$ cat src/lsoc_pkg.sv
package lsoc_pkg;

	localparam int unsigned DATA_W = 64;
	localparam int unsigned TYPE_W = 32;
	localparam int unsigned HIT_W  = 4;
	localparam int unsigned STAT_W = 3;
	localparam int unsigned CNT_OUT_W = 5;

	localparam logic [TYPE_W-1:0] SEG_TYPE_LOAD = 32'd1;

	typedef enum logic [STAT_W-1:0] {
		ST_OK         = 3'd0,
		ST_BEYOND     = 3'd1,
		ST_MISALIGNED = 3'd2,
		ST_OVERLAP    = 3'd3,
		ST_FULL       = 3'd4,
		ST_SKIPPED    = 3'd5
	} status_t;

	// candidate range walking down the cell row
	typedef struct packed {
		logic              valid;
		logic [DATA_W-1:0] range_lo;
		logic [DATA_W-1:0] range_hi;
		logic              hit;
		logic [HIT_W-1:0]  hit_idx;
	} probe_t;

endpackage

$ cat src/lsoc_cell.sv
module lsoc_cell
	import lsoc_pkg::*;
#(
	parameter int unsigned INDEX = 0
) (
	input  logic              clk,
	input  logic              arst_n,
	input  probe_t            probe_in,
	output probe_t            probe_out,
	input  logic              live,
	input  logic              wr_en,
	input  logic [DATA_W-1:0] wr_lo,
	input  logic [DATA_W-1:0] wr_hi
);

	logic [DATA_W-1:0] lo_q;
	logic [DATA_W-1:0] hi_q;
	logic              overlap;
	logic              valid_q;
	logic [DATA_W-1:0] range_lo_q;
	logic [DATA_W-1:0] range_hi_q;
	logic              hit_q;
	logic [HIT_W-1:0]  hit_idx_q;

	// inclusive ranges overlap when each begin is at most the other's end
	assign overlap = live && (probe_in.range_lo <= hi_q) && (lo_q <= probe_in.range_hi);

	always_ff @(posedge clk) begin
		if (wr_en) begin
			lo_q <= wr_lo;
			hi_q <= wr_hi;
		end
	end

	always_ff @(posedge clk or negedge arst_n) begin
		if (!arst_n) begin
			valid_q <= 1'b0;
		end else begin
			valid_q <= probe_in.valid;
		end
	end

	// lowest index wins: an earlier hit passes through untouched
	always_ff @(posedge clk) begin
		range_lo_q <= probe_in.range_lo;
		range_hi_q <= probe_in.range_hi;
		hit_q      <= probe_in.hit | overlap;
		hit_idx_q  <= probe_in.hit ? probe_in.hit_idx : HIT_W'(INDEX);
	end

	assign probe_out = {valid_q, range_lo_q, range_hi_q, hit_q, hit_idx_q};

endmodule

$ cat config.mk
export PLATFORM = sky130hd
export DESIGN_NAME = lsoc_cell
export DESIGN_NICKNAME = d
export VERILOG_FILES = /design/src/lsoc_pkg.sv /design/src/lsoc_cell.sv
export SDC_FILE = /design/constraint.sdc
export NUM_CORES = 1
export LEC_CHECK = 0
export ABC_AREA = 1
export BUFFER_PORTS_ARGS = -buffer_cell sky130_fd_sc_hd__buf_4
export CAP_MARGIN = 30
export CORE_ASPECT_RATIO = 1.1
export CORE_MARGIN = 2
export CORE_UTILIZATION = 35
export DETAILED_ROUTE_END_ITERATION = 16
export HOLD_SLACK_MARGIN = 0.03
export PLACE_DENSITY_LB_ADDON = 0.05
export SYNTH_ARGS = -nofsm -noshare
export SYNTH_HDL_FRONTEND = slang
export SYNTH_SLANG_ARGS = --single-unit
$ cat constraint.sdc
create_clock -name clk -period 2 [get_ports clk]
set_input_delay 0.5 -clock clk [delete_from_list [all_inputs] [get_ports clk]]
set_output_delay 0.5 -clock clk [all_outputs]
set_load 0.05 [all_outputs]
==> reports/results.tsv <==
metric	value	unit
run_status	complete, no violations	
critical-path-max-stage-delay	320	ps
transition_time_of_the_tightest_slew_check_pin	334.3	ps
max_slew_margin	77.72	%
largest_buffer_count_on_any_clock_path	3	
hold_path_startpoint	probe_in[31]	
holdCritPathClass	input pin to register	
min_to	range_hi_q[26]	
synthesis.area_per_instance	12.13	um^2
syn_area	9961	um^2
die_height	180.9	um
routed_wl	24.99	mm
timing.critical_path.to_type	register	
num_rows	64	
grt_antenna_before_repair	2	
setup_slack_at_placement	-136.1	ps
grt_setup_unrepaired	false	
area_delta_synth_final	44.77	%
cellLeakagePower	7.178	nW
clock_skew	6.714	ps
regToRegStartpoint	hi_q[55]	
synth_seq_area_share	65.57	%
yosys.cell_types.count	23	
port_bufs	399	
max_frequency	0.5569	GHz
cp-start-kind	register	
pwr_density_cell	905.9	nW/um^2
ys_seq_elements	262	
worstPathMaxFanout	2	
via_count	7015	
grt_pass1_wl	37.40	mm
worst_ep_required_time	2430	ps
drt-vias-per-instance	4.259	
hold_slack	71.27	ps
final_nets	1655	
setup_ws	204.4	ps
dp_hpwl	20.32	mm
drt-wirelength-per-cell	15.17	um
ioPinCount	400	
initialDrtViolationCount	196	
yosys_warnings	0	
ctsRootBufferMaster	sky130_fd_sc_hd__clkbuf_16	
cells_traversed_along_the_worst_timing_path	inv_1 -> ha_1 -> nand2_1 -> nor2_2 -> nand4_1 -> nor2b_2 -> nand3b_1 -> clkinv_1 -> nand2_1 -> nand2_1 -> nand2_1 -> nand3_1 -> nand2_1	
finalHoldViolations	0	
clock_insertion_delay_worst_skew	530	ps
post_detailed_route_count_of_antenna_violating_nets	0	
cp_slowest_cell	sky130_fd_sc_hd__edfxtp_1	
final.period_utilization	89.78	%
initial_core_util	35.64	%
report.final.setup_viol	0	
finalCoreUtilization	51.60	%
numCtsBuffers	29	
reg2reg_slack	200	ps
design.core.area	27950	um^2
grt_remaining_overflow	0	
critical-path-top-cell-by-count	sky130_fd_sc_hd__nand2_1	
gp_routability_congestion	0.7624	
worstSetupPathType	register to register	
pins_over_slew_limit	0	
syn-instance-count	821	
fin_crit	1796	ps
drive_above_1_share	35.85	%
number_of_global_route_vias_before_repair	7176	
drc	0	
htreeDepth	1	
dp_cells	1592	
clkTransAtPathRegs	60	ps
tritoncts	yes	
gr-usage-all-layers	16.32	%
stdcell_count	1647	
die_w	164.9	um
fill_cells	2591	
reg2reg_depth	13	
min_delay_path_depth	1	
maxCapViolCount	0	
synth_fp_nets	1215	
r2r_end	hit_q	
irDropWorstVdd	0.6740	mV
grt_start_max_net_pins	33	
drt-pass1-iter-count	6	
timing.critical_path.arrival	2230	ps
clock-sinks	262	
design_power_total	13.06	mW
die_area	29830	um^2
flip-flops by register name (all words and copies together), names as in the netlist:
signal	cells
range_lo_q	64
valid_q	1
range_hi_q	64
hit_q	1
hi_q	64
lo_q	64
hit_idx_q	4
how the worst max path moves through the flow:
stage / startpoint / end / slack [ps] / cells after the start
after global routing: hi_q[55] / hit_q / 4 / 13
after detailed placement: probe_in[124] / hit_q / -140 / 13
final: hi_q[55] / hit_q / 200 / 13
after floorplan: probe_in[60] / hit_q / 330 / 11
after CTS: hi_q[55] / hit_q / 140 / 13
after global placement: probe_in[124] / hit_q / -100 / 13
final cells by class:
type	instances	area, um^2	area share (%)
sequential	262	6531	45.29
timing repair buffer	411	3129	21.70
multi-input combinational	399	2826	19.60
clock buffer	46	839.6	5.822
antenna	1	2.502	0.01735
tap	363	454.2	3.150
inverter	158	593.1	4.113
clock inverter	7	43.79	0.3037
power breakdown:
part | internal (mW) | leakage, nW | switching (mW)
combinational | 0.843 | 4.36 | 1.17
sequential | 6.01 | 2.39 | 0.0924
clock | 2.87 | 0.432 | 2.08
total | 9.71 | 7.18 | 3.35
Yosys cell counts:
master / count / area [um^2]
sky130_fd_sc_hd__nor3_1: 4 / 20.02
sky130_fd_sc_hd__clkinv_1: 1 / 3.750
sky130_fd_sc_hd__nor2b_2: 1 / 8.760
sky130_fd_sc_hd__o21ai_0: 8 / 40.04
sky130_fd_sc_hd__dfxtp_1: 133 / 2663
sky130_fd_sc_hd__nand3_1: 10 / 50.05
sky130_fd_sc_hd__o21a_1: 5 / 37.54
sky130_fd_sc_hd__inv_1: 154 / 578.1
sky130_fd_sc_hd__nor4_1: 1 / 6.260
sky130_fd_sc_hd__nand2_1: 125 / 469.2
sky130_fd_sc_hd__buf_4: 2 / 15.01
sky130_fd_sc_hd__nor2_1: 30 / 112.6
sky130_fd_sc_hd__nand4_1: 10 / 62.56
sky130_fd_sc_hd__ha_1: 128 / 1602
sky130_fd_sc_hd__edfxtp_1: 128 / 3844
sky130_fd_sc_hd__dfrtp_1: 1 / 25.02
sky130_fd_sc_hd__nor3_2: 3 / 30.03
sky130_fd_sc_hd__o21bai_1: 2 / 15.01
sky130_fd_sc_hd__o21ai_1: 8 / 40.04
sky130_fd_sc_hd__inv_2: 3 / 11.26
sky130_fd_sc_hd__nand3b_1: 1 / 7.510
sky130_fd_sc_hd__a21oi_1: 61 / 305.3
sky130_fd_sc_hd__a21o_1: 2 / 15.01
cell families after synthesis:
| group | share of synthesized area (%) |
|---|---|
| AOI/OAI and AO/OA | 4.547 |
| adders and majority gates | 16.08 |
| buffers and inverters | 6.105 |
| DFF | 65.57 |
| and+or+nand+nor | 7.700 |
worst max-delay path, delay by kind of cell (launching register included):
kind          cells  cell delay [ps]
flops             1              320
fa+ha+maj         1              280
buf+inv           2              100
simple gates     10              990
per-layer routing:
layer	GRT usage [%]	up-vias	wire length [um]
li1	-	3605	-
met1	18.33	3094	9750
met2	29.05	270	12120
met3	5.601	44	2424
met4	4.730	2	674
met5	0	-	12
what timing repair did:
item,4_1_cts,5_1_grt
resized for setup,0,2
setup buffers,0,0
endpoints found under the hold margin,1,0
hold buffers,1,0
setup endpoints to repair,0,1
metrics by stage:
stage,TNS [ps],area [um^2]
2_1_floorplan,0,9961
3_3_place_gp,-103.2,13520
3_5_place_dp,-136.1,13520
4_1_cts,0,14410
5_1_grt,0,14420
6_report,0,14420
layout by cell type, fill, tap and decap left out, types with 2 or more instances in the layout:
cell,instances
sky130_fd_sc_hd__a21o_1,2
sky130_fd_sc_hd__a21oi_1,61
sky130_fd_sc_hd__buf_12,3
sky130_fd_sc_hd__buf_4,406
sky130_fd_sc_hd__clkbuf_1,12
sky130_fd_sc_hd__clkbuf_16,29
sky130_fd_sc_hd__clkbuf_8,5
sky130_fd_sc_hd__clkinv_2,3
sky130_fd_sc_hd__dfxtp_1,133
sky130_fd_sc_hd__edfxtp_1,128
sky130_fd_sc_hd__ha_1,128
sky130_fd_sc_hd__inv_1,154
sky130_fd_sc_hd__inv_2,3
sky130_fd_sc_hd__inv_4,2
sky130_fd_sc_hd__nand2_1,125
sky130_fd_sc_hd__nand3_1,10
sky130_fd_sc_hd__nand4_1,10
sky130_fd_sc_hd__nor2_1,28
sky130_fd_sc_hd__nor2_2,2
sky130_fd_sc_hd__nor3_1,4
sky130_fd_sc_hd__nor3_2,3
sky130_fd_sc_hd__o21a_1,5
sky130_fd_sc_hd__o21ai_0,8
sky130_fd_sc_hd__o21ai_1,8
sky130_fd_sc_hd__o21bai_1,2
(Power assumes the default switching activity.)
